<file path="config.mk">
export PLATFORM = sky130hd
export DESIGN_NAME = cwp_sqrt
export DESIGN_NICKNAME = d
export VERILOG_FILES = /design/src/rtl/cwp_pkg.sv /design/src/rtl/cwp_sqrt.sv
export SDC_FILE = /design/constraint.sdc
export NUM_CORES = 1
export LEC_CHECK = 0
export BUFFER_PORTS_ARGS = -buffer_cell sky130_fd_sc_hd__buf_2
export CAP_MARGIN = 10
export CORE_MARGIN = 2
export CORE_UTILIZATION = 66
export CTS_CLUSTER_DIAMETER = 50
export DETAILED_ROUTE_END_ITERATION = 6
export PLACE_DENSITY = 0.81
export SLEW_MARGIN = 0
export SYNTH_ARGS = -nofsm -noshare
export SYNTH_HDL_FRONTEND = slang
export SYNTH_SLANG_ARGS = --single-unit
</file>
<file path="constraint.sdc">
create_clock -name clk -period 6.35 [get_ports clk]
set_input_delay 1.27 -clock clk [delete_from_list [all_inputs] [get_ports clk]]
set_output_delay 1.27 -clock clk [all_outputs]
set_load 0.02 [all_outputs]
</file>
<file path="src/rtl/cwp_pkg.sv">
package cwp_pkg;

    localparam int COORD_WIDTH = 10;
    localparam int CORDIC_STEPS_DEF = 16;
    localparam int ATAN_ENTRIES = 24;

    localparam int DELTA_W = COORD_WIDTH + 1;
    localparam int SQ_W = 2 * COORD_WIDTH + 1;
    localparam int DIST_W = COORD_WIDTH + 1;
    localparam int FRAC_W = 16;
    localparam int SAT_W = FRAC_W + 1;
    localparam int HUE_W = 15;
    localparam int ANG_W = 24;
    localparam int XY_W = COORD_WIDTH + FRAC_W + 3;
    localparam int CFG_INDEX_W = 2;
    localparam int CHAN_W = 8;
    localparam int DEV_W = 12;
    localparam int PROD_W = 28;
    localparam int MID_W = PROD_W + 4;
    localparam int LOW_W = SAT_W + 8;

    typedef logic [COORD_WIDTH-1:0] coord_t;
    typedef logic signed [DELTA_W-1:0] delta_t;
    typedef logic signed [XY_W-1:0] xy_t;
    typedef logic signed [ANG_W-1:0] ang_t;
    typedef logic [HUE_W-1:0] hue_t;
    typedef logic [SAT_W-1:0] sat_t;
    typedef logic [CHAN_W-1:0] chan_t;

    localparam coord_t CENTER_X_RST = coord_t'(135);
    localparam coord_t CENTER_Y_RST = coord_t'(135);
    localparam coord_t RADIUS_RST = coord_t'(128);

    localparam ang_t ANG_180 = ang_t'(180 * 16384);
    localparam ang_t ANG_360 = ang_t'(360 * 16384);
    localparam hue_t HUE_FULL = hue_t'(23040);
    localparam hue_t HUE_SECTOR = hue_t'(3840);
    localparam hue_t HUE_90 = hue_t'(90 * 64);
    localparam hue_t HUE_180 = hue_t'(180 * 64);
    localparam hue_t HUE_270 = hue_t'(270 * 64);
    localparam logic [PROD_W-1:0] Y_FULL = PROD_W'(3840 * 65536);
    localparam sat_t SAT_ONE = sat_t'(65536);
    localparam chan_t CHAN_FULL = chan_t'(255);

    typedef enum logic [CFG_INDEX_W-1:0] {
        REG_CENTER_X     = 2'd0,
        REG_CENTER_Y     = 2'd1,
        REG_WHEEL_RADIUS = 2'd2
    } cfg_reg_t;

    typedef enum logic [2:0] {
        SEC_RY = 3'd0,
        SEC_YG = 3'd1,
        SEC_GC = 3'd2,
        SEC_CB = 3'd3,
        SEC_BM = 3'd4,
        SEC_MR = 3'd5
    } sector_t;

    typedef struct packed {
        coord_t touch_x;
        coord_t touch_y;
    } in_t;

    typedef struct packed {
        chan_t red;
        chan_t green;
        chan_t blue;
    } out_t;

    typedef struct packed {
        logic [SQ_W-1:0] sq;
        delta_t          dx;
        delta_t          dy;
    } sq_beat_t;

    typedef struct packed {
        logic [DIST_W-1:0] distance;
        delta_t            dx;
        delta_t            dy;
    } dist_beat_t;

    typedef struct packed {
        sat_t   sat;
        logic   in_wheel;
        delta_t dx;
        delta_t dy;
    } sat_beat_t;

    typedef struct packed {
        hue_t hue;
        sat_t sat;
        logic in_wheel;
    } hue_beat_t;

    // atan(2^-i) in 1/16384 degree
    function automatic ang_t atan_step(input int unsigned idx);
        ang_t a;
        unique case (idx)
            0:  a = ang_t'(737280);
            1:  a = ang_t'(435242);
            2:  a = ang_t'(229970);
            3:  a = ang_t'(116736);
            4:  a = ang_t'(58595);
            5:  a = ang_t'(29326);
            6:  a = ang_t'(14667);
            7:  a = ang_t'(7334);
            8:  a = ang_t'(3667);
            9:  a = ang_t'(1833);
            10: a = ang_t'(917);
            11: a = ang_t'(458);
            12: a = ang_t'(229);
            13: a = ang_t'(115);
            14: a = ang_t'(57);
            15: a = ang_t'(29);
            16: a = ang_t'(14);
            17: a = ang_t'(7);
            18: a = ang_t'(4);
            19: a = ang_t'(2);
            20: a = ang_t'(1);
            default: a = '0;
        endcase
        return a;
    endfunction

endpackage

</file>
<file path="src/rtl/cwp_sqrt.sv">
module cwp_sqrt (
    input  logic                 clk,
    input  logic                 rst_n,
    input  logic                 en,
    input  logic                 in_valid,
    input  cwp_pkg::sq_beat_t    in_data,
    output logic                 out_valid,
    output cwp_pkg::dist_beat_t  out_data
);

    localparam int STAGES = cwp_pkg::DIST_W;
    localparam int ROOT_W = cwp_pkg::DIST_W;
    localparam int REM_W = ROOT_W + 2;
    localparam int CAT_W = REM_W + 2;
    localparam int PAD_W = 2 * ROOT_W;

    logic              valid_reg [STAGES];
    cwp_pkg::sq_beat_t beat_reg  [STAGES];
    logic [ROOT_W-1:0] root_reg  [STAGES];
    logic [REM_W-1:0]  rem_reg   [STAGES];

    // one root bit per stage, two radicand bits consumed
    for (genvar j = 0; j < STAGES; j++)
    begin : g_step
        localparam int PAIR = STAGES - 1 - j;

        logic              valid_in;
        cwp_pkg::sq_beat_t beat_in;
        logic [ROOT_W-1:0] root_in;
        logic [REM_W-1:0]  rem_in;
        logic [PAD_W-1:0]  sq_pad;
        logic [CAT_W-1:0]  rem_cat;
        logic [CAT_W-1:0]  trial;
        logic              take;
        logic [ROOT_W-1:0] root_next;
        logic [REM_W-1:0]  rem_next;

        if (j == 0)
        begin : g_head
            assign valid_in = in_valid;
            assign beat_in  = in_data;
            assign root_in  = '0;
            assign rem_in   = '0;
        end
        else
        begin : g_tail
            assign valid_in = valid_reg[j-1];
            assign beat_in  = beat_reg[j-1];
            assign root_in  = root_reg[j-1];
            assign rem_in   = rem_reg[j-1];
        end

        assign sq_pad    = PAD_W'(beat_in.sq);
        assign rem_cat   = {rem_in, sq_pad[2*PAIR +: 2]};
        assign trial     = CAT_W'({root_in, 2'b01});
        assign take      = rem_cat >= trial;
        assign rem_next  = take ? REM_W'(rem_cat - trial) : REM_W'(rem_cat);
        assign root_next = {root_in[ROOT_W-2:0], take};

        always_ff @(posedge clk or negedge rst_n)
        begin
            if (!rst_n)
                valid_reg[j] <= 1'b0;
            else if (en)
                valid_reg[j] <= valid_in;
        end

        always_ff @(posedge clk)
        begin
            if (en)
            begin
                beat_reg[j] <= beat_in;
                root_reg[j] <= root_next;
                rem_reg[j]  <= rem_next;
            end
        end
    end

    assign out_valid         = valid_reg[STAGES-1];
    assign out_data.distance = root_reg[STAGES-1];
    assign out_data.dx       = beat_reg[STAGES-1].dx;
    assign out_data.dy       = beat_reg[STAGES-1].dy;

endmodule

</file>
==> reports/results.tsv <==
metric	value	unit
via count	10060	
Register Area	16220	um^2
Critical Path, Cell by Cell	ha_1 > or4_4 > nor2_2 > nand3_1 > a221oi_2 > inv_2 > and3_1 > xor2_1	
ys async rst share	2.030	%
post-CTS setup buffer count	0	
first-pass GRT wire length	46840	um
GR Util All Layers	17.54	%
cell family with most CP delay	simple AND/OR/NAND/NOR gates	
final estimated routing congestion in global placement	0.8947	
Cell Area, Synth	20870	um^2
pin count of the biggest net entering global routing	148	
Pleak	8.796	nW
Yosys warnings	0	
Yosys top cell area share	76.39	%
Layout area overhead	12.61	%
final hold slack	0.3923	ns
CP required	6.64	ns
status	finished, final reports clean	
CTS clock-pin slew for the worst setup and hold paths	0.07	ns
crit end category	flop	
Cells after Synth	1226	
DR vias/cell	5.589	
drt first-iter violations	669	
Max-Cap Viols	0	
CP Max Fanout	14	
antenna-violating nets left	0	
register bit total from synthesis	542	
port bufs	80	
max reg flops	355	
CTS sink count	542	
worst min path class	flop to flop	
CTS root buf	clkbuf_16	
Cell variety after synth	68	
fin area	23510	um^2
drt drc	0	
CP peak stage delay	0.76	ns
Fillers	1838	
initial antenna violation count	1	
leading register cell type out of synthesis	edfxtp_1	
Final Setup Violations	0	
Ports	81	
total gr overflow	0	
CTS Hold Bufs	0	
Tcrit/Tclk final	47.87	%
Die Wd	181.8	um
Seq/Total Area, Yosys	77.71	%
footprint of the multi-input gates	4264	um^2
Avg Inst Size Synth	17.03	um^2
Final min period	3.040	ns
CTS Buffer Depth	3	
WL per Instance	15.69	um
Initial Utilization	66.67	%
Setup TNS	0	ns
DIE AREA	33070	um^2
Mapped Nets	1348	
post-CTS sizing	0	
Area contributors post-synth	edfxtp_1, ha_1, xor2_1, inv_1, xnor2_1	
Die H	181.8	um
detailed-route wire length	28220	um
measured slew at the worst slew-check pin	0.9908	ns
layout cells sized above 1	14.68	%
top cell type by total area after synthesis	edfxtp_1	
final number of hold-violating endpoints	0	
clk_skew	0.02866	ns
num rows	65	
peak supply drop	0.2652	mV
CP max stage cell	a221oi_2	
worst skew pair latency	0.57	ns
Pwr per Cell Area	346.3	nW/um^2
Detailed Place HPWL	17460	um
DP Area	21810	um^2
final slew viol count	0	
Crit Path Class	flop to flop	
Post-synth EDFFs	531	
maximum clock rate	329.0	MHz
Nets	1479	
total core area	31310	um^2
Inserted Clock Buffers	54	
Buf/Inv on CP	1	
Pre-antenna DRT Iters	5	
vias in the first global route	10120	
TritonCTS clock tree	built	
critical path launch point type	flop	
Slew HR	33.94	%
H-Tree Depth	2	
crit path DAT	3.33	ns
RSZ-0062 raised after global routing	false	
## metrics by stage
stage / instances / worst slack (ns) / utilization [%] / total power [mW]
detailed placement: 1703 / 3.290 / 69.65 / 5.194
global route: 1799 / 3.129 / 75.07 / 8.460
finish: 1799 / 3.310 / 75.07 / 8.140
CTS: 1798 / 3.347 / 75.06 / 8.207
floorplan: 1226 / 4.019 / - / 4.951
global placement: 1703 / 3.346 / 69.65 / 5.137
## cells in the final DEF (no fill, tap or decap), types with 11 or more instances in the layout
master / instances
a21o_1: 12
a21oi_1: 58
buf_2: 79
clkbuf_16: 54
clkinv_1: 13
dfrtp_1: 11
edfxtp_1: 531
ha_1: 75
inv_1: 87
mux2_2: 24
nand2_1: 41
nand2b_1: 12
nor2_1: 63
nor2b_1: 12
nor3_1: 31
o21a_1: 14
o21ai_0: 37
xnor2_1: 37
xor2_1: 39
## cells in the mapped netlist, drive strengths merged (7+ instances only)
cell	count
nand2b	12
nor4	9
xor2	39
inv	89
xnor2	37
nor3	32
nor2b	12
a21oi	58
ha	75
nand2	41
nor2	65
or4	12
nand4	10
nand3	10
o31ai	7
o21a	14
mux2	24
buf	7
a21o	12
o21ai	39
dfrtp	11
edfxtp	531
## where the power goes
part	internal, mW	leakage, nW	switching (mW)
Sequential	4.31	5.26	0.137
Clock	1.76	0.833	1.24
Combinational	0.298	2.70	0.392
Total	6.37	8.80	1.77
## worst register-to-register path: cells and delay by family, from the launching register on
family	cells	cell delay, ns
buffers and inverters	1	0.19
DFF	1	0.40
AOI/OAI and AO/OA	1	0.76
and+or+nand+nor	4	1.04
xor gates and xnor gates	1	0.14
adders and majority gates	1	0.27
## per-layer routing
layer / vias up / GRT usage [%] / share of wire, %
li1: 4905 / - / -
met1: 4825 / 20.55 / 39
met2: 232 / 31.88 / 53
met3: 93 / 3.249 / 4.0
met4: 0 / 7.415 / 3.6
met5: - / 0 / 0
## cell type report
class	count	share of cell area [%]
Antenna cell	1	0.01065
Clock buffer	63	5.893
Clock inverter	32	1.320
Inverter	89	1.421
Multi-Input combinational cell	585	18.14
Sequential cell	542	69.01
Tap cell	402	2.140
Timing Repair Buffer	85	2.065
## final timing paths
| path | end | cells after the start | slack, ns | from |
|---|---|---|---|---|
| worst max register to register | rem_reg[6][12]$_DFFE_PP_ | 8 | 3.31 | rem_reg[5][5]$_DFFE_PP_ |
| max in group asynchronous | g_step[7].valid_in$_DFFE_PN0P_ | 1 | 5.59 | rst_n |
| worst max-delay path | rem_reg[6][12]$_DFFE_PP_ | 8 | 3.31 | rem_reg[5][5]$_DFFE_PP_ |
| worst min-delay path | beat_reg[3][20]$_DFFE_PP_ | 0 | 0.39 | beat_reg[2][20]$_DFFE_PP_ |
| worst min register to register | beat_reg[3][20]$_DFFE_PP_ | 0 | 0.39 | beat_reg[2][20]$_DFFE_PP_ |
| min in group asynchronous | g_step[2].valid_in$_DFFE_PN0P_ | 1 | 0.56 | rst_n |
## cell families after synthesis
group           Yosys count  synth area share (%)
flops                   542                 77.71
other cells               1               0.01797
compound gates          164                 5.065
xor+xnor                 76                 3.189
mux                      29                 1.535
simple gates            240                 6.126
buf+inv                  99                 1.864
fa+ha+maj                75                 4.496
Note: power is estimated with default switching activity, not from simulation.
