<file path="config.mk">
export PLATFORM = sky130hd
export DESIGN_NAME = cwp_cordic
export DESIGN_NICKNAME = d
export VERILOG_FILES = /design/src/rtl/cwp_pkg.sv /design/src/rtl/cwp_cordic.sv
export SDC_FILE = /design/constraint.sdc
export NUM_CORES = 2
export LEC_CHECK = 0
export BUFFER_PORTS_ARGS = -buffer_cell sky130_fd_sc_hd__buf_2
export CAP_MARGIN = 25
export CELL_PAD_IN_SITES_DETAIL_PLACEMENT = 1
export CELL_PAD_IN_SITES_GLOBAL_PLACEMENT = 1
export CORE_ASPECT_RATIO = 1.4
export CORE_UTILIZATION = 57
export DETAILED_ROUTE_END_ITERATION = 10
export PLACE_DENSITY_LB_ADDON = 0.1
export SLEW_MARGIN = 40
export SYNTH_ARGS = -nofsm -noshare
export SYNTH_HDL_FRONTEND = slang
export SYNTH_SLANG_ARGS = --single-unit
</file>
<file path="constraint.sdc">
create_clock -name clk -period 6.5 [get_ports clk]
set_input_delay 0 -clock clk [delete_from_list [all_inputs] [get_ports clk]]
set_output_delay 0 -clock clk [all_outputs]
set_load 0.01 [all_outputs]
</file>
<file path="src/rtl/cwp_pkg.sv">
package cwp_pkg;

    localparam int COORD_WIDTH = 10;
    localparam int CORDIC_STEPS_DEF = 16;
    localparam int ATAN_ENTRIES = 24;

    localparam int DELTA_W = COORD_WIDTH + 1;
    localparam int SQ_W = 2 * COORD_WIDTH + 1;
    localparam int DIST_W = COORD_WIDTH + 1;
    localparam int FRAC_W = 16;
    localparam int SAT_W = FRAC_W + 1;
    localparam int HUE_W = 15;
    localparam int ANG_W = 24;
    localparam int XY_W = COORD_WIDTH + FRAC_W + 3;
    localparam int CFG_INDEX_W = 2;
    localparam int CHAN_W = 8;
    localparam int DEV_W = 12;
    localparam int PROD_W = 28;
    localparam int MID_W = PROD_W + 4;
    localparam int LOW_W = SAT_W + 8;

    typedef logic [COORD_WIDTH-1:0] coord_t;
    typedef logic signed [DELTA_W-1:0] delta_t;
    typedef logic signed [XY_W-1:0] xy_t;
    typedef logic signed [ANG_W-1:0] ang_t;
    typedef logic [HUE_W-1:0] hue_t;
    typedef logic [SAT_W-1:0] sat_t;
    typedef logic [CHAN_W-1:0] chan_t;

    localparam coord_t CENTER_X_RST = coord_t'(135);
    localparam coord_t CENTER_Y_RST = coord_t'(135);
    localparam coord_t RADIUS_RST = coord_t'(128);

    localparam ang_t ANG_180 = ang_t'(180 * 16384);
    localparam ang_t ANG_360 = ang_t'(360 * 16384);
    localparam hue_t HUE_FULL = hue_t'(23040);
    localparam hue_t HUE_SECTOR = hue_t'(3840);
    localparam hue_t HUE_90 = hue_t'(90 * 64);
    localparam hue_t HUE_180 = hue_t'(180 * 64);
    localparam hue_t HUE_270 = hue_t'(270 * 64);
    localparam logic [PROD_W-1:0] Y_FULL = PROD_W'(3840 * 65536);
    localparam sat_t SAT_ONE = sat_t'(65536);
    localparam chan_t CHAN_FULL = chan_t'(255);

    typedef enum logic [CFG_INDEX_W-1:0] {
        REG_CENTER_X     = 2'd0,
        REG_CENTER_Y     = 2'd1,
        REG_WHEEL_RADIUS = 2'd2
    } cfg_reg_t;

    typedef enum logic [2:0] {
        SEC_RY = 3'd0,
        SEC_YG = 3'd1,
        SEC_GC = 3'd2,
        SEC_CB = 3'd3,
        SEC_BM = 3'd4,
        SEC_MR = 3'd5
    } sector_t;

    typedef struct packed {
        coord_t touch_x;
        coord_t touch_y;
    } in_t;

    typedef struct packed {
        chan_t red;
        chan_t green;
        chan_t blue;
    } out_t;

    typedef struct packed {
        logic [SQ_W-1:0] sq;
        delta_t          dx;
        delta_t          dy;
    } sq_beat_t;

    typedef struct packed {
        logic [DIST_W-1:0] distance;
        delta_t            dx;
        delta_t            dy;
    } dist_beat_t;

    typedef struct packed {
        sat_t   sat;
        logic   in_wheel;
        delta_t dx;
        delta_t dy;
    } sat_beat_t;

    typedef struct packed {
        hue_t hue;
        sat_t sat;
        logic in_wheel;
    } hue_beat_t;

    // atan(2^-i) in 1/16384 degree
    function automatic ang_t atan_step(input int unsigned idx);
        ang_t a;
        unique case (idx)
            0:  a = ang_t'(737280);
            1:  a = ang_t'(435242);
            2:  a = ang_t'(229970);
            3:  a = ang_t'(116736);
            4:  a = ang_t'(58595);
            5:  a = ang_t'(29326);
            6:  a = ang_t'(14667);
            7:  a = ang_t'(7334);
            8:  a = ang_t'(3667);
            9:  a = ang_t'(1833);
            10: a = ang_t'(917);
            11: a = ang_t'(458);
            12: a = ang_t'(229);
            13: a = ang_t'(115);
            14: a = ang_t'(57);
            15: a = ang_t'(29);
            16: a = ang_t'(14);
            17: a = ang_t'(7);
            18: a = ang_t'(4);
            19: a = ang_t'(2);
            20: a = ang_t'(1);
            default: a = '0;
        endcase
        return a;
    endfunction

endpackage

</file>
<file path="src/rtl/cwp_cordic.sv">
module cwp_cordic #(
    parameter int CORDIC_STEPS = cwp_pkg::CORDIC_STEPS_DEF
) (
    input  logic                 clk,
    input  logic                 rst_n,
    input  logic                 en,
    input  logic                 in_valid,
    input  cwp_pkg::sat_beat_t   in_data,
    output logic                 out_valid,
    output cwp_pkg::hue_beat_t   out_data
);

    localparam int N = CORDIC_STEPS + 1;

    typedef struct packed {
        cwp_pkg::sat_t sat;
        logic          in_wheel;
        logic          on_axis;
        cwp_pkg::hue_t axis_hue;
    } side_t;

    logic          valid_reg [N];
    cwp_pkg::xy_t  x_reg     [N];
    cwp_pkg::xy_t  y_reg     [N];
    cwp_pkg::ang_t z_reg     [N];
    side_t         side_reg  [N];

    cwp_pkg::xy_t  x_scaled;
    cwp_pkg::xy_t  y_scaled;
    logic          dx_neg;
    side_t         side_next;

    logic               hue_valid_reg;
    cwp_pkg::hue_beat_t hue_reg;
    cwp_pkg::hue_beat_t hue_next;
    cwp_pkg::ang_t      z_pos;
    cwp_pkg::hue_t      h_raw;
    cwp_pkg::hue_t      h_wrap;

    assign x_scaled = cwp_pkg::xy_t'($signed(in_data.dx)) <<< cwp_pkg::FRAC_W;
    assign y_scaled = cwp_pkg::xy_t'($signed(in_data.dy)) <<< cwp_pkg::FRAC_W;
    assign dx_neg   = in_data.dx[cwp_pkg::DELTA_W-1];

    always_comb
    begin
        side_next.sat      = in_data.sat;
        side_next.in_wheel = in_data.in_wheel;
        side_next.on_axis  = (in_data.dx == '0) || (in_data.dy == '0);
        priority if (in_data.dy == '0)
            side_next.axis_hue = dx_neg ? cwp_pkg::HUE_180 : '0;
        else if (in_data.dy[cwp_pkg::DELTA_W-1])
            side_next.axis_hue = cwp_pkg::HUE_270;
        else
            side_next.axis_hue = cwp_pkg::HUE_90;
    end

    // left half plane turned by 180 degrees first
    always_ff @(posedge clk or negedge rst_n)
    begin
        if (!rst_n)
            valid_reg[0] <= 1'b0;
        else if (en)
            valid_reg[0] <= in_valid;
    end

    always_ff @(posedge clk)
    begin
        if (en)
        begin
            x_reg[0]    <= dx_neg ? -x_scaled : x_scaled;
            y_reg[0]    <= dx_neg ? -y_scaled : y_scaled;
            z_reg[0]    <= dx_neg ? cwp_pkg::ANG_180 : '0;
            side_reg[0] <= side_next;
        end
    end

    for (genvar i = 0; i < CORDIC_STEPS; i++)
    begin : g_iter
        cwp_pkg::xy_t  xs;
        cwp_pkg::xy_t  ys;
        cwp_pkg::ang_t step_ang;
        logic          y_pos;

        assign xs       = x_reg[i] >>> i;
        assign ys       = y_reg[i] >>> i;
        assign step_ang = cwp_pkg::atan_step(i);
        assign y_pos    = !y_reg[i][cwp_pkg::XY_W-1];

        always_ff @(posedge clk or negedge rst_n)
        begin
            if (!rst_n)
                valid_reg[i+1] <= 1'b0;
            else if (en)
                valid_reg[i+1] <= valid_reg[i];
        end

        always_ff @(posedge clk)
        begin
            if (en)
            begin
                x_reg[i+1]    <= y_pos ? (x_reg[i] + ys) : (x_reg[i] - ys);
                y_reg[i+1]    <= y_pos ? (y_reg[i] - xs) : (y_reg[i] + xs);
                z_reg[i+1]    <= y_pos ? (z_reg[i] + step_ang) : (z_reg[i] - step_ang);
                side_reg[i+1] <= side_reg[i];
            end
        end
    end

    assign z_pos  = z_reg[N-1][cwp_pkg::ANG_W-1] ? (z_reg[N-1] + cwp_pkg::ANG_360)
                                                  : z_reg[N-1];
    assign h_raw  = z_pos[cwp_pkg::ANG_W-2:8];
    assign h_wrap = (h_raw >= cwp_pkg::HUE_FULL) ? (h_raw - cwp_pkg::HUE_FULL) : h_raw;

    always_comb
    begin
        hue_next.hue      = side_reg[N-1].on_axis ? side_reg[N-1].axis_hue : h_wrap;
        hue_next.sat      = side_reg[N-1].sat;
        hue_next.in_wheel = side_reg[N-1].in_wheel;
    end

    always_ff @(posedge clk or negedge rst_n)
    begin
        if (!rst_n)
            hue_valid_reg <= 1'b0;
        else if (en)
            hue_valid_reg <= valid_reg[N-1];
    end

    always_ff @(posedge clk)
    begin
        if (en)
            hue_reg <= hue_next;
    end

    assign out_valid = hue_valid_reg;
    assign out_data  = hue_reg;

endmodule

</file>
==> results by group <==
Run status
  – Outcome: finished with violations
  – Failing checks: DRC

Min path
  – HP Start: in_data[10]
  – HP Class: input port to flop
  – Hold Crit Depth: 3
  – Hold endpoint: side_reg[0][12]$_SDFFCE_PP0P_

GRT
  – First-pass GRT wire length: 484,500 µm
  – Vias in the first global route: 83.22k
  – Initial antenna violation count: 9
  – Pin count of the biggest net entering global routing: 171
  – Overflow after GRT: 0
  – GRT Util Overall: 35.73%

STA
  – Hold Slack: 0.09181 ns
  – Worst-Margin Slew: 0.9489 ns
  – Clk_skew: 0.08863 ns
  – Fin. max-slew vios: 0
  – Fin crit period: 5.378 ns
  – Fin crit share: 82.73%
  – Final setup vio count: 0
  – Rel. slew slack: 36.43%
  – RSZ-0062 raised after global routing: false
  – Fin. Hold Viols: 0
  – Setup TNS: 0 ns
  – Fmax: 0.1860 GHz

Worst setup path
  – Crit path DAT: 6.01 ns
  – Critical Path RT: 7.13 ns
  – Worst r2r src: x_reg[0][362]$_DFFE_PP_
  – FF-to-FF setup slack: 1.12 ns
  – Kind of critical path: flop to flop
  – Worst R2R End: y_reg[0][404]$_DFFE_PP_
  – Critical Path Fanout Max: 6
  – Worst R2R Path Depth: 16
  – Crit path capture type: flop
  – Crit start category: flop

Drt
  – Via count: 76.16k
  – Vias per inst: 6.376
  – Detail Route Antenna Nets: 0
  – Initial DRC count: 4,728
  – Per-cell routed wire length: 27.05 µm
  – Pre-antenna DRT Iters: 9
  – Detailed Route WL: 323,100 µm
  – DRC violations left: 6

Layout
  – Fillers: 18.14k
  – Share of layout cells above drive strength 1: 5.746%
  – Area Overhead vs Synth: 9.971%
  – Max FFs per register: 425
  – Post-route insts no fill: 11.94k
  – Layout Nets: 10.65k

Floorplanning
  – Die Area: 177,100 µm²
  – Die outline width: 355.9 µm
  – I/O pin total: 78
  – Die Span Y: 497.5 µm
  – Std-Cell Core Area: 173,900 µm²
  – Initial Util: 57.47%
  – Row Count: 181

Synth
  – Syn avg cell area: 10.83 µm²
  – Sequential share of the synthesized area: 45.13%
  – Post-Synth Simple-Gate Area: 11.32%
  – Synth top area cells: edfxtp_1 45%, ha_1 13%, xnor2_1 7.5%, a21oi_1 4.1%, xor2_1 3.8%
  – Mux cell area share after synthesis: 0.9001%
  – Xor/xnor share of the synthesized area: 11.35%
  – Adder-Cell Fraction of Synth Area: 13.75%
  – Largest family of logic cells by synthesized area: compound AO/OA/AOI/OAI gates
  – Area fraction in compound gates after synthesis: 15.52%
  – Largest area contributor in the netlist: edfxtp_1
  – Post-Syn Instances: 9,225
  – Post-synth cell types: 114
  – Yosys warns: 0
  – Synth Register Bits: 1,505
  – Main flop type after synthesis: edfxtp_1
  – Mapped cell area: 99,950 µm²
  – Ys async rst share: 1.196%
  – Post-synth EDFFs: 1,487
  – Synth top area share: 44.67%

Place
  – Gpl congestion: 1.025
  – Port Buffers: 77
  – Placed cells: 11.55k
  – Post-DP HPWL: 228,300 µm

Clock network
  – Clk buf depth: 3
  – # clock sinks: 1,505
  – Clock root buffer: clkbuf_16
  – Post-CTS sizing: 0
  – Clock transition at path regs: 0.09 ns
  – Num CTS Buffers: 154
  – Postcts setup bufs: 0
  – Skew-Pair Late Insertion Delay: 0.89 ns
  – CTS tree: built
  – Hold Buf Count CTS: 96
  – H-tree depth: 4

Run
  – Number of max-cap violations: 0
layout make-up:
class	count	area (µm²)	area share, %
Timing Repair Buffer	254	2193	1.995
Antenna cell	15	37.54	0.03415
Clock inverter	95	1152	1.048
Clock buffer	181	3985	3.626
Multi-Input combinational cell	7185	53000	48.22
Inverter	422	1584	1.441
Sequential cell	1505	45100	41.03
Tap cell	2287	2861	2.603
layout by cell type (no fill, tap or decap), types with 34 or more instances in the layout:
| cell | count |
|---|---|
| nor3_1 | 252 |
| o41ai_1 | 47 |
| o21a_1 | 153 |
| o211ai_1 | 34 |
| mux2_2 | 55 |
| dlygate4sd3_1 | 96 |
| o21ai_0 | 348 |
| a21o_1 | 353 |
| nand2b_1 | 125 |
| and3_1 | 85 |
| xnor2_1 | 855 |
| or3_1 | 67 |
| nand4_1 | 53 |
| nor4_1 | 76 |
| o21ai_1 | 37 |
| o21bai_1 | 112 |
| buf_2 | 77 |
| and2_1 | 58 |
| a211oi_1 | 51 |
| nor2_1 | 813 |
| nor2b_1 | 153 |
| inv_1 | 415 |
| clkbuf_16 | 154 |
| ha_1 | 1046 |
| a21oi_1 | 821 |
| xor2_1 | 429 |
| edfxtp_1 | 1487 |
| a31oi_1 | 91 |
| nand2_1 | 396 |
| nand3_1 | 106 |
| buf_4 | 59 |
Yosys cell counts (29+ instances only):
master,instances
a211o_1,29
xor2_1,436
fa_1,33
nor2b_1,153
a21oi_1,821
o31ai_1,30
and3_1,85
and2_1,58
inv_1,417
nand2_1,396
nor4_1,79
ha_1,1046
xnor2_1,859
or4_1,33
o21a_1,153
o21ai_1,36
o211ai_1,34
edfxtp_1,1487
o21bai_1,112
clkbuf_1,91
a211oi_1,52
nand4_1,53
a21o_1,353
or3_1,67
o41ai_1,49
nor2_1,813
nand2b_1,125
mux2_2,55
a31oi_1,91
nor3_1,253
o21ai_0,350
nand3_1,106
per-layer routing:
| metal | up-vias | global-route usage [%] | part of all wire [%] |
|---|---|---|---|
| met5 | - | 0 | 0 |
| met4 | 0 | 32.93 | 11 |
| met3 | 1350 | 5.001 | 3.7 |
| met2 | 2510 | 67.80 | 54 |
| met1 | 37530 | 31.90 | 32 |
| li1 | 34760 | - | - |
kinds of logic after synthesis:
logic type               after synthesis
AND/OR/NAND/NOR                     2329
other                                  1
multiplexers                          83
XOR/XNOR                            1295
buffers and inverters                536
flip-flops                          1505
AO/OA/AOI/OAI                       2397
adder cells (fa/ha/maj)             1079
metrics by stage:
step	worst slack, ns	area, µm²	util (%)
after CTS	0.8965	109700	63.07
final	1.122	109900	63.20
after global placement	1.135	103400	59.44
after global routing	0.8612	109900	63.20
after detailed placement	1.193	103600	59.56
after floorplan	2.255	99950	-
worst max path at each step:
| stage | depth (start not counted) | startpoint | end | slack [ns] |
|---|---|---|---|---|
| 6_report | 16 | x_reg[0][362]$_DFFE_PP_ | y_reg[0][404]$_DFFE_PP_ | 1.12 |
| 5_1_grt | 17 | x_reg[0][247]$_DFFE_PP_ | y_reg[0][288]$_DFFE_PP_ | 0.86 |
| 4_1_cts | 15 | x_reg[0][244]$_DFFE_PP_ | y_reg[0][288]$_DFFE_PP_ | 0.90 |
| 3_5_place_dp | 15 | x_reg[0][244]$_DFFE_PP_ | y_reg[0][288]$_DFFE_PP_ | 1.19 |
| 3_3_place_gp | 15 | x_reg[0][393]$_DFFE_PP_ | y_reg[0][433]$_DFFE_PP_ | 1.13 |
| 2_1_floorplan | 15 | x_reg[0][393]$_DFFE_PP_ | y_reg[0][433]$_DFFE_PP_ | 2.25 |
critical path: stages, from the launching register on:
cell	delay, ns
edfxtp_1	0.48
nor3_1	0.33
nand2b_1	0.16
nor3_1	0.30
nand2_1	0.11
nor2_1	0.36
and3_1	0.35
or3_1	0.29
nand2_1	0.16
ha_1	0.43
a211o_1	0.37
or3_1	0.37
o2111ai_1	0.52
o21ai_1	0.20
a221o_1	0.41
a21oi_1	0.24
xnor2_1	0.11
Power is left out: the tool's default activity adds up to more than one toggle a clock period on the data nets, which glitch-free logic cannot reach.
