## src/rtl/cwp_pkg.sv

```systemverilog
package cwp_pkg;

    localparam int COORD_WIDTH = 10;
    localparam int CORDIC_STEPS_DEF = 16;
    localparam int ATAN_ENTRIES = 24;

    localparam int DELTA_W = COORD_WIDTH + 1;
    localparam int SQ_W = 2 * COORD_WIDTH + 1;
    localparam int DIST_W = COORD_WIDTH + 1;
    localparam int FRAC_W = 16;
    localparam int SAT_W = FRAC_W + 1;
    localparam int HUE_W = 15;
    localparam int ANG_W = 24;
    localparam int XY_W = COORD_WIDTH + FRAC_W + 3;
    localparam int CFG_INDEX_W = 2;
    localparam int CHAN_W = 8;
    localparam int DEV_W = 12;
    localparam int PROD_W = 28;
    localparam int MID_W = PROD_W + 4;
    localparam int LOW_W = SAT_W + 8;

    typedef logic [COORD_WIDTH-1:0] coord_t;
    typedef logic signed [DELTA_W-1:0] delta_t;
    typedef logic signed [XY_W-1:0] xy_t;
    typedef logic signed [ANG_W-1:0] ang_t;
    typedef logic [HUE_W-1:0] hue_t;
    typedef logic [SAT_W-1:0] sat_t;
    typedef logic [CHAN_W-1:0] chan_t;

    localparam coord_t CENTER_X_RST = coord_t'(135);
    localparam coord_t CENTER_Y_RST = coord_t'(135);
    localparam coord_t RADIUS_RST = coord_t'(128);

    localparam ang_t ANG_180 = ang_t'(180 * 16384);
    localparam ang_t ANG_360 = ang_t'(360 * 16384);
    localparam hue_t HUE_FULL = hue_t'(23040);
    localparam hue_t HUE_SECTOR = hue_t'(3840);
    localparam hue_t HUE_90 = hue_t'(90 * 64);
    localparam hue_t HUE_180 = hue_t'(180 * 64);
    localparam hue_t HUE_270 = hue_t'(270 * 64);
    localparam logic [PROD_W-1:0] Y_FULL = PROD_W'(3840 * 65536);
    localparam sat_t SAT_ONE = sat_t'(65536);
    localparam chan_t CHAN_FULL = chan_t'(255);

    typedef enum logic [CFG_INDEX_W-1:0] {
        REG_CENTER_X     = 2'd0,
        REG_CENTER_Y     = 2'd1,
        REG_WHEEL_RADIUS = 2'd2
    } cfg_reg_t;

    typedef enum logic [2:0] {
        SEC_RY = 3'd0,
        SEC_YG = 3'd1,
        SEC_GC = 3'd2,
        SEC_CB = 3'd3,
        SEC_BM = 3'd4,
        SEC_MR = 3'd5
    } sector_t;

    typedef struct packed {
        coord_t touch_x;
        coord_t touch_y;
    } in_t;

    typedef struct packed {
        chan_t red;
        chan_t green;
        chan_t blue;
    } out_t;

    typedef struct packed {
        logic [SQ_W-1:0] sq;
        delta_t          dx;
        delta_t          dy;
    } sq_beat_t;

    typedef struct packed {
        logic [DIST_W-1:0] distance;
        delta_t            dx;
        delta_t            dy;
    } dist_beat_t;

    typedef struct packed {
        sat_t   sat;
        logic   in_wheel;
        delta_t dx;
        delta_t dy;
    } sat_beat_t;

    typedef struct packed {
        hue_t hue;
        sat_t sat;
        logic in_wheel;
    } hue_beat_t;

    // atan(2^-i) in 1/16384 degree
    function automatic ang_t atan_step(input int unsigned idx);
        ang_t a;
        unique case (idx)
            0:  a = ang_t'(737280);
            1:  a = ang_t'(435242);
            2:  a = ang_t'(229970);
            3:  a = ang_t'(116736);
            4:  a = ang_t'(58595);
            5:  a = ang_t'(29326);
            6:  a = ang_t'(14667);
            7:  a = ang_t'(7334);
            8:  a = ang_t'(3667);
            9:  a = ang_t'(1833);
            10: a = ang_t'(917);
            11: a = ang_t'(458);
            12: a = ang_t'(229);
            13: a = ang_t'(115);
            14: a = ang_t'(57);
            15: a = ang_t'(29);
            16: a = ang_t'(14);
            17: a = ang_t'(7);
            18: a = ang_t'(4);
            19: a = ang_t'(2);
            20: a = ang_t'(1);
            default: a = '0;
        endcase
        return a;
    endfunction

endpackage

```

## src/rtl/cwp_front.sv

```systemverilog
module cwp_front (
    input  logic                 clk,
    input  logic                 rst_n,
    input  logic                 en,
    input  logic                 in_valid,
    input  cwp_pkg::in_t         in_data,
    input  cwp_pkg::coord_t      center_x,
    input  cwp_pkg::coord_t      center_y,
    output logic                 out_valid,
    output cwp_pkg::sq_beat_t    out_data
);

    localparam int PSQ_W = 2 * cwp_pkg::DELTA_W;

    logic              valid_a_reg;
    cwp_pkg::delta_t   dx_reg;
    cwp_pkg::delta_t   dy_reg;
    cwp_pkg::delta_t   dx_next;
    cwp_pkg::delta_t   dy_next;
    logic              valid_b_reg;
    cwp_pkg::sq_beat_t beat_reg;
    cwp_pkg::sq_beat_t beat_next;
    logic signed [PSQ_W-1:0] dx_sq;
    logic signed [PSQ_W-1:0] dy_sq;

    assign dx_next = cwp_pkg::delta_t'({1'b0, in_data.touch_x})
                   - cwp_pkg::delta_t'({1'b0, center_x});
    assign dy_next = cwp_pkg::delta_t'({1'b0, in_data.touch_y})
                   - cwp_pkg::delta_t'({1'b0, center_y});

    assign dx_sq = dx_reg * dx_reg;
    assign dy_sq = dy_reg * dy_reg;

    always_comb
    begin
        beat_next.sq = cwp_pkg::SQ_W'(dx_sq) + cwp_pkg::SQ_W'(dy_sq);
        beat_next.dx = dx_reg;
        beat_next.dy = dy_reg;
    end

    always_ff @(posedge clk or negedge rst_n)
    begin
        if (!rst_n)
        begin
            valid_a_reg <= 1'b0;
            valid_b_reg <= 1'b0;
        end
        else if (en)
        begin
            valid_a_reg <= in_valid;
            valid_b_reg <= valid_a_reg;
        end
    end

    always_ff @(posedge clk)
    begin
        if (en)
        begin
            dx_reg   <= dx_next;
            dy_reg   <= dy_next;
            beat_reg <= beat_next;
        end
    end

    assign out_valid = valid_b_reg;
    assign out_data  = beat_reg;

endmodule

```

## config.mk

```make
export PLATFORM = sky130hd
export DESIGN_NAME = cwp_front
export DESIGN_NICKNAME = d
export VERILOG_FILES = /design/src/rtl/cwp_pkg.sv /design/src/rtl/cwp_front.sv
export SDC_FILE = /design/constraint.sdc
export NUM_CORES = 1
export LEC_CHECK = 0
export BUFFER_PORTS_ARGS = -buffer_cell sky130_fd_sc_hd__clkbuf_2
export CAP_MARGIN = 20
export CORE_MARGIN = 3
export CORE_UTILIZATION = 35
export DETAILED_ROUTE_END_ITERATION = 10
export SYNTH_ARGS = -nofsm -noshare
export SYNTH_HDL_FRONTEND = slang
export SYNTH_SLANG_ARGS = --single-unit
export TNS_END_PERCENT = 20
```

## constraint.sdc

```tcl
create_clock -name clk -period 13.6 [get_ports clk]
set_clock_uncertainty 0.05 [all_clocks]
set_input_delay 0.68 -clock clk [delete_from_list [all_inputs] [get_ports clk]]
set_output_delay 0.68 -clock clk [all_outputs]
set_load 0.05 [all_outputs]
```

==> results of run 1 <==
[placed cells by master, fill, tap and decap left out, types with 4 or more instances in the layout]
master | synthesis | routed
a31oi_1 | 5 | 5
clkbuf_16 | 0 | 9
clkbuf_2 | 0 | 86
inv_2 | 5 | 5
nor3_1 | 4 | 4
a21oi_1 | 18 | 18
o21ai_1 | 11 | 11
nor2b_1 | 24 | 24
xor2_1 | 16 | 16
nor2_1 | 25 | 25
xnor2_1 | 41 | 41
fa_1 | 225 | 225
nand2b_1 | 6 | 6
nand2_1 | 66 | 66
a21o_1 | 11 | 11
edfxtp_1 | 65 | 65
ha_1 | 105 | 105
and2_1 | 37 | 37
inv_1 | 325 | 325
[metrics by stage]
stage | worst slack (ns) | util | instance area (sq um)
after global placement | 6.91 | 0.385 | 11900
after global routing | 6.43 | 0.396 | 12200
after detailed placement | 6.87 | 0.385 | 11900
after CTS | 6.82 | 0.396 | 12200
final | 6.86 | 0.396 | 12200
after floorplan | 7.55 | - | 11000
[area by class of cell]
class                      count  area [sq um]  share of cell area
clock buffer                  10           229              0.0188
tap                          396           495              0.0407
sequential                    67          2000               0.164
multi-input combinational    631          7670               0.630
timing repair buffer          88           443              0.0364
clock inverter                 6          95.1             0.00781
inverter                     332          1250               0.102
[metal layers]
| layer | vias to the layer above | GRT usage | share of wire |
|---|---|---|---|
| met5 | - | 0 | 0 |
| met4 | 0 | 0.0302 | 0.014 |
| met3 | 23 | 0.0236 | 0.033 |
| met2 | 99 | 0.272 | 0.54 |
| met1 | 3422 | 0.182 | 0.41 |
| li1 | 3247 | - | - |
[worst max path at each step]
stage,start,endpoint,slack [ns],depth (start not counted)
global route,dy_reg[10],out_data[42],6.43,19
floorplan,dx_reg[3],out_data[42],7.55,21
global placement,dy_reg[10],out_data[42],6.91,19
finish,dy_reg[10],out_data[42],6.86,19
detailed placement,dy_reg[10],out_data[42],6.87,19
CTS,dy_reg[10],out_data[42],6.82,19
[kinds of logic after synthesis]
| logic type | share of synthesized area |
|---|---|
| compound gates | 0.0387 |
| xor+xnor | 0.0455 |
| fa+ha+maj | 0.530 |
| buf+inv | 0.120 |
| flops | 0.182 |
| mux | 0.00478 |
| simple gates | 0.0794 |
==> flow_summary.rst, run 1 <==
.. list-table::
   :header-rows: 1

   * - Metric
     - Value
   * - Result of the run
     - completed
   * - Core Area
     - 30700 sq um
   * - Area overhead of the layout relative to synthesis
     - 10.9%
   * - Post-route DRC
     - 0
   * - Shortest period the worst path allows
     - 6.74 ns
   * - Wire length of the first global-routing pass
     - 38600 um
   * - Total Routed Length
     - 22200 um
   * - Post-synthesis cell area
     - 11000 sq um
   * - Pins over their slew limit
     - 0
   * - Clock buffers created by TritonCTS
     - 9
   * - Clock slew seen by the registers of the worst setup and hold paths
     - 0.07 ns
   * - Critical R2R Capture
     - out_data[42]
   * - Fraction of layout instances using a drive strength above 1
     - 0.105
   * - Die width
     - 183 um
   * - Total nets after synthesis
     - 1422
   * - Data arrival time at the worst-slack endpoint
     - 6.78 ns
   * - Full die area
     - 33500 sq um
   * - Most frequent cells after synthesis
     - inv_1, fa_1, ha_1, nand2_1, edfxtp_1
   * - Cell count after placement
     - 1514
   * - Remaining antenna violation count
     - 0
   * - Share of synthesized area occupied by flip-flops and latches
     - 0.182
   * - Count of antenna diodes in the layout
     - 0
   * - Per-instance average area after synthesis
     - 10.5 sq um
   * - Hold violation count in the final report
     - 0
   * - Via count
     - 6791
   * - Final net count
     - 1503
   * - Buffers added on ports
     - 87
   * - Sort of element at the start of the critical path
     - flop
   * - Max Fclk
     - 0.148 GHz
   * - Capturing element type of the critical path
     - flop
   * - Proportion of register bits with asynchronous set or reset after synthesis
     - 0.0299
   * - Predominant post-synthesis flop cell
     - edfxtp_1
   * - Cell-by-cell trace of the critical path
     - nand2_1 > inv_1 > fa_1 > inv_1 > fa_1 > inv_1 > fa_1 > fa_1 > fa_1 > fa_1 > inv_1 > fa_1 > inv_1 > ha_1 > a21boi_2 > nand4_1 > a32oi_2 > a41oi_1 > xnor2_1
   * - Max-cap viol count
     - 0
   * - Crit path largest cell delay
     - 0.76 ns
   * - Largest area contributor in the synthesized netlist
     - fa_1
   * - Top-area cell type share of the netlist area
     - 0.410
   * - Number of endpoints failing setup at the final stage
     - 0
   * - H-Tree Level Count
     - 3
   * - Total number of placement rows
     - 64
   * - Worst-skew pair later-pin latency
     - 0.35 ns
   * - Max reg flops
     - 43
   * - Global-route usage over all layers
     - 0.147
   * - DR pass1 iterations
     - 5
   * - Setup slack of the worst register-to-register path
     - 6.86 ns
   * - Number of global-route vias before repair
     - 7611
   * - Final instance count without filler cells
     - 1530
   * - Number of synthesized register bits
     - 67
   * - Post-synth EDFFs
     - 65
   * - Top post-synthesis cells by area
     - fa_1, edfxtp_1, ha_1, inv_1, xnor2_1
   * - Post-route fraction of the period consumed by the critical path
     - 0.495
   * - Maximum root-to-sink buffer count
     - 2
   * - Cells on worst reg2reg path
     - 19
   * - Final HPWL from detailed placement
     - 18900 um
   * - Post-route worst hold slack
     - 0.0545 ns
   * - Initial cell density of the core
     - 0.357
   * - Total number of clock tree sinks
     - 67
   * - Unique cell type count in the Yosys netlist
     - 45
   * - Max_slew headroom
     - 0.388
   * - Violation count after the first detailed-routing iteration
     - 290
   * - Sum Neg Setup Slack
     - 0 ns
   * - Per-cell routed wire length
     - 14.5 um
   * - Slew at the pin closest to its max-slew limit
     - 0.918 ns
   * - RSZ-0062 raised after global routing
     - false
   * - Top-level port count
     - 88
   * - Critical path buffers and inverters
     - 5
   * - CTS tree
     - built
   * - Number of synthesis warnings
     - 0
   * - Critical register-to-register path startpoint
     - dy_reg[10]
   * - Number of fillers in the final layout
     - 3060
   * - Gate family responsible for the most delay along the worst path
     - adder cells
   * - Worst path slowest cell
     - edfxtp_1
   * - Most used standard cell by instance count after synthesis
     - inv_1
   * - Number of antenna violations at the first check in global routing
     - 0
   * - Worst Setup Path Type
     - reg2reg
   * - WP data required
     - 13.65 ns
   * - RePlAce Congestion
     - 0.872
   * - Buffers inserted by post-CTS timing repair
     - 0
   * - Hold-fix buffers, CTS
     - 0
   * - Count of mapped cells out of synthesis
     - 1048
   * - Gates resized, CTS repair
     - 0
   * - Maximum number of pins on one net before global-route repair
     - 68
   * - Library cell appearing most often on the critical path
     - fa_1
   * - Die Span Y
     - 183 um
   * - Drt via density
     - 4.44
   * - Highest fanout seen on the critical path
     - 21
   * - Worst hold path type
     - in2async
   * - Total global routing overflow
     - 0
   * - Cell chosen for the clock root
     - clkbuf_16
Power of run 1 is not shown: default switching activity piles up to over one toggle a cycle in this logic, so the estimate is an artifact.
==> inputs of run 2 (changes only) <==
==> constraint.sdc (replaced) <==
create_clock -name clk -period 6.6 [get_ports clk]
set_clock_uncertainty 0.05 [all_clocks]
set_input_delay 0.33 -clock clk [delete_from_list [all_inputs] [get_ports clk]]
set_output_delay 0.33 -clock clk [all_outputs]
set_load 0.05 [all_outputs]
==> run 2 against run 1 <==
  * Wire length is 5.9% higher
  * Final cell count is 3.3% higher
  * Hold slack better by 0.11 ns
  * Count of clock-buffer cells in the layout is 1 lower
  * Global-route usage is 0.59 points higher
==> flow_summary.rst, run 2 (same netlist as run 1, synthesis figures left out) <==
.. list-table::
   :header-rows: 1

   * - Metric
     - Value
   * - Global-route usage over all layers
     - 0.153
   * - RePlAce Congestion
     - 0.860
   * - Worst Setup Path Type
     - reg2reg
   * - Total Routed Length
     - 23500 um
   * - Total global routing overflow
     - 0
   * - Most common library cell in the layout ignoring fill and taps
     - inv_1
   * - Number of endpoints failing setup at the final stage
     - 0
   * - Max_slew headroom
     - 0.397
   * - Per-cell routed wire length
     - 14.9 um
   * - Final net count
     - 1554
   * - Clock buffers created by TritonCTS
     - 9
   * - Highest fanout seen on the critical path
     - 7
   * - Remaining antenna violation count
     - 0
   * - Sum Neg Setup Slack
     - 0 ns
   * - Cells on worst reg2reg path
     - 19
   * - Worst hold path type
     - in2reg
   * - CTS tree
     - built
   * - Violation count after the first detailed-routing iteration
     - 405
   * - Top-level port count
     - 88
   * - Fraction of layout instances using a drive strength above 1
     - 0.144
   * - Pins over their slew limit
     - 0
   * - H-Tree Level Count
     - 3
   * - Max-cap viol count
     - 0
   * - Drt via density
     - 4.45
   * - Via count
     - 7041
   * - Buffers added on ports
     - 87
   * - Die Span Y
     - 183 um
   * - Total number of clock tree sinks
     - 67
   * - DR pass1 iterations
     - 5
   * - Max Fclk
     - 0.159 GHz
   * - Number of global-route vias before repair
     - 7904
   * - Hold violation count in the final report
     - 0
   * - Full die area
     - 33500 sq um
   * - WP data required
     - 6.66 ns
   * - Post-route fraction of the period consumed by the critical path
     - 0.953
   * - Number of fillers in the final layout
     - 2988
   * - Die width
     - 183 um
   * - Shortest period the worst path allows
     - 6.29 ns
   * - Slew at the pin closest to its max-slew limit
     - 0.904 ns
   * - Total number of placement rows
     - 64
   * - Wire length of the first global-routing pass
     - 40200 um
   * - Cell chosen for the clock root
     - clkbuf_16
   * - Top library cells by usage in the layout, fill and taps aside
     - inv_1, fa_1, ha_1
   * - Clock slew seen by the registers of the worst setup and hold paths
     - 0.08 ns
   * - Max reg flops
     - 43
   * - Core Area
     - 30700 sq um
   * - Capturing element type of the critical path
     - flop
   * - Sort of element at the start of the critical path
     - flop
   * - Area overhead of the layout relative to synthesis
     - 14.3%
   * - Initial cell density of the core
     - 0.357
   * - Post-route DRC
     - 0
   * - Maximum number of pins on one net before global-route repair
     - 68
   * - Hold Crit Depth
     - 2
   * - Result of the run
     - completed
   * - Count of antenna diodes in the layout
     - 0
   * - Worst-skew pair later-pin latency
     - 0.35 ns
   * - Maximum root-to-sink buffer count
     - 2
   * - Number of antenna violations at the first check in global routing
     - 0
   * - Data arrival time at the worst-slack endpoint
     - 6.35 ns
   * - Final HPWL from detailed placement
     - 20000 um
-- run 2: cell types whose count changed in the layout (fill, tap and decap cells not counted) --
cell           delta
buf_4            +49
inv_8             +3
bufinv_16         -2
buf_12            +1
clkbuf_1          -1
clkinv_4          -1
clkinv_8          +1
dlygate4sd3_1     +1
inv_1             -1
inv_2             +1
-- run 2: critical path, cell delays in order (launching register included) --
cell      delay [ns]
edfxtp_1        0.65
nand2_1         0.24
fa_1            0.57
inv_1           0.23
fa_1            0.50
fa_1            0.55
inv_1           0.05
fa_1            0.47
inv_1           0.05
fa_1            0.47
inv_1           0.05
fa_1            0.45
fa_1            0.49
inv_1           0.04
ha_1            0.32
a21o_1          0.21
a21o_1          0.17
a21o_2          0.20
a41oi_1         0.20
xnor2_1         0.10
-- run 2: timing repair --
item                                    in CTS  in global routing
gates resized for setup                      0                  1
hold buffers                                 1                  0
endpoints found under the setup margin       0                  4
hold endpoints to repair                     2                  0
setup buffers                                0                 23
-- run 2: metal layers --
metal	global-route usage	up-vias	wire length (um)
li1	-	3348	-
met1	0.201	3539	10400
met2	0.271	127	12000
met3	0.0218	27	764
met4	0.0341	0	430
met5	0	-	0
-- run 2: metrics by stage --
step | cells | setup slack (ns) | cell area, sq um | utilization | hold slack (ns)
6_report | 1581 | 0.312 | 12600 | 0.408 | 0.163
5_1_grt | 1581 | -0.00356 | 12600 | 0.408 | 0.162
4_1_cts | 1558 | 0.181 | 12400 | 0.402 | 0.158
3_5_place_dp | 1541 | 0.178 | 12100 | 0.392 | 0.0692
3_3_place_gp | 1541 | 0.260 | 12100 | 0.392 | 0.0661
2_1_floorplan | 1048 | 0.549 | 11000 | - | -0.0156
-- run 2: cell type report --
class | instances | area [sq um] | share of cell area
tap | 396 | 495 | 0.0395
sequential | 67 | 2000 | 0.159
clock inverter | 7 | 76.3 | 0.00608
clock buffer | 9 | 225 | 0.0179
inverter | 332 | 1250 | 0.0993
timing repair buffer | 139 | 841 | 0.0670
multi-input combinational | 631 | 7670 | 0.611
-- run 2: worst paths after layout --
check,start,endpoint,slack [ns]
max reg2reg,dy_reg[2],out_data[42],0.31
min,in_valid,valid_a_reg,0.16
max,dy_reg[2],out_data[42],0.31
min in group asynchronous,rst_n,out_valid,0.25
max in group asynchronous,rst_n,valid_a_reg,6.15
min reg2reg,out_valid,out_valid,0.46
Power of run 2 is left out for the same reason.
==> inputs of run 3 (changes only) <==
--- a/config.mk
+++ b/config.mk
@@ -8,8 +8,9 @@
 export BUFFER_PORTS_ARGS = -buffer_cell sky130_fd_sc_hd__clkbuf_2
 export CAP_MARGIN = 20
 export CORE_MARGIN = 3
-export CORE_UTILIZATION = 35
+export CORE_UTILIZATION = 63
 export DETAILED_ROUTE_END_ITERATION = 10
+export PLACE_DENSITY = 0.83
 export SYNTH_ARGS = -nofsm -noshare
 export SYNTH_HDL_FRONTEND = slang
 export SYNTH_SLANG_ARGS = --single-unit
==> run 3 against run 2 <==
  * Count of clock-buffer cells in the layout unchanged
  * Largest cell class unchanged
  * Utilization up 32 points
  * Critical path depth up 1
  * Register-to-register slack worse by 0.06 ns
  * Setup slack worse by 0.057 ns
  * Critical path type unchanged
  * Hold slack better by 0.027 ns
  * Sequential share of layout area up 0.30 points
  * Sequential cell count unchanged
==> flow_summary.rst, run 3 (same netlist as run 1, synthesis figures left out) <==
.. list-table::
   :header-rows: 1

   * - Metric
     - Value
   * - Top-level port count
     - 88
   * - Number of fillers in the final layout
     - 1137
   * - Post-route DRC
     - 0
   * - Clock slew seen by the registers of the worst setup and hold paths
     - 0.07 ns
   * - Count of antenna diodes in the layout
     - 0
   * - CTS tree
     - built
   * - Critical Path Start
     - dx_reg[7]
   * - Shortest period the worst path allows
     - 6.34 ns
   * - Drt via density
     - 5.23
   * - Cell chosen for the clock root
     - clkbuf_16
   * - Sum Neg Setup Slack
     - 0 ns
   * - Crit path to
     - out_data[39]
   * - Final instance count without filler cells
     - 1404
   * - Die Span Y
     - 138 um
   * - Highest fanout seen on the critical path
     - 6
   * - Per-cell routed wire length
     - 16.8 um
   * - Number of global-route vias before repair
     - 8088
   * - Max Fclk
     - 0.158 GHz
   * - Full die area
     - 19100 sq um
   * - Worst Setup Path Type
     - reg2reg
   * - Total Routed Length
     - 23700 um
   * - Multi-input gate area
     - 7700 sq um
   * - Cells on worst reg2reg path
     - 20
   * - Die width
     - 138 um
   * - Capturing element type of the critical path
     - flop
   * - Worst hold path type
     - in2reg
   * - Sort of element at the start of the critical path
     - flop
   * - Initial cell density of the core
     - 0.653
   * - Max-cap viol count
     - 0
   * - Data arrival time at the worst-slack endpoint
     - 6.40 ns
   * - Fraction of layout instances using a drive strength above 1
     - 0.149
   * - Critical R2R Capture
     - out_data[39]
   * - Area overhead of the layout relative to synthesis
     - 12.2%
   * - Most common library cell in the layout ignoring fill and taps
     - inv_1
   * - WP data required
     - 6.65 ns
   * - Total global routing overflow
     - 0
   * - DR pass1 iterations
     - 5
   * - Wire length of the first global-routing pass
     - 38500 um
   * - Cell count after placement
     - 1354
   * - Worst-skew pair later-pin latency
     - 0.35 ns
   * - Critical register-to-register path startpoint
     - dx_reg[7]
   * - Total number of placement rows
     - 47
   * - H-Tree Level Count
     - 3
   * - Min-Delay Startpoint
     - in_valid
   * - Setup slack of the worst register-to-register path
     - 0.26 ns
   * - Post-route fraction of the period consumed by the critical path
     - 0.961
   * - Result of the run
     - completed
   * - RePlAce Congestion
     - 0.900
   * - Number of endpoints failing setup at the final stage
     - 0
   * - Combined flip-flop and latch cell area
     - 2000 sq um
   * - Violation count after the first detailed-routing iteration
     - 483
   * - Clock buffers created by TritonCTS
     - 9
   * - Final net count
     - 1553
   * - Max_slew headroom
     - 0.397
   * - Top library cells by usage in the layout, fill and taps aside
     - inv_1, fa_1, ha_1
   * - Global-route usage over all layers
     - 0.254
   * - Maximum number of pins on one net before global-route repair
     - 68
   * - Final HPWL from detailed placement
     - 19000 um
   * - Remaining antenna violation count
     - 0
   * - Total number of clock tree sinks
     - 67
   * - Via count
     - 7346
   * - Pins over their slew limit
     - 0
   * - Core Area
     - 16800 sq um
   * - Hold violation count in the final report
     - 0
   * - Max reg flops
     - 43
   * - Number of antenna violations at the first check in global routing
     - 0
   * - Maximum root-to-sink buffer count
     - 2
   * - Buffers added on ports
     - 87
   * - Slew at the pin closest to its max-slew limit
     - 0.905 ns
-- run 3: repair_timing --
| item | CTS | global route |
|---|---|---|
| endpoints found under the setup margin | 0 | 5 |
| endpoints found under the hold margin | 2 | 0 |
| hold buffers | 1 | 0 |
| buffers inserted | 0 | 33 |
| resized for setup | 0 | 7 |
-- run 3: stage by stage --
step	hold slack, ns	instance area, sq um	worst slack, ns	utilization
finish	0.190	12300	0.255	0.732
global route	0.184	12300	-0.0204	0.732
CTS	0.180	12000	0.147	0.716
detailed placement	0.0677	11800	0.149	0.699
global placement	0.0663	11800	0.268	0.699
floorplan	-0.0156	11000	0.549	-
-- run 3: worst min-delay path by stage --
stage / endpoint / slack [ns] / depth (start not counted)
after floorplan: out_valid / -0.02 / 0
after global placement: out_valid / 0.07 / 1
after detailed placement: valid_a_reg / 0.07 / 1
after CTS: valid_a_reg / 0.18 / 2
after global routing: valid_a_reg / 0.18 / 2
final: valid_a_reg / 0.19 / 2
-- run 3: routing by layer --
layer / GRT usage / share of wire
met5: 0 / 0
met4: 0.0915 / 0.029
met3: 0.0452 / 0.055
met2: 0.461 / 0.54
met1: 0.306 / 0.38
-- run 3: cell type report --
| class | instances | area share |
|---|---|---|
| Timing Repair Buffer | 138 | 0.0660 |
| Multi-Input combinational cell | 631 | 0.625 |
| Sequential cell | 67 | 0.163 |
| Tap cell | 220 | 0.0223 |
| Inverter | 332 | 0.101 |
| Clock buffer | 9 | 0.0183 |
| Clock inverter | 7 | 0.00477 |
-- run 3: critical path: stages (launching register included) --
cell and delay (ns):
edfxtp_1 0.54, buf_2 0.25, nand2_1 0.12, inv_1 0.07
fa_1 0.54, inv_1 0.06, fa_1 0.54, inv_1 0.05
fa_1 0.48, fa_1 0.58, fa_1 0.45, fa_1 0.49
inv_1 0.05, fa_1 0.48, inv_1 0.04, ha_1 0.34
a21o_1 0.21, a21oi_2 0.20, o21ai_1 0.13, a41o_1 0.29
xor2_1 0.15
Power of run 3 is left out for the same reason.
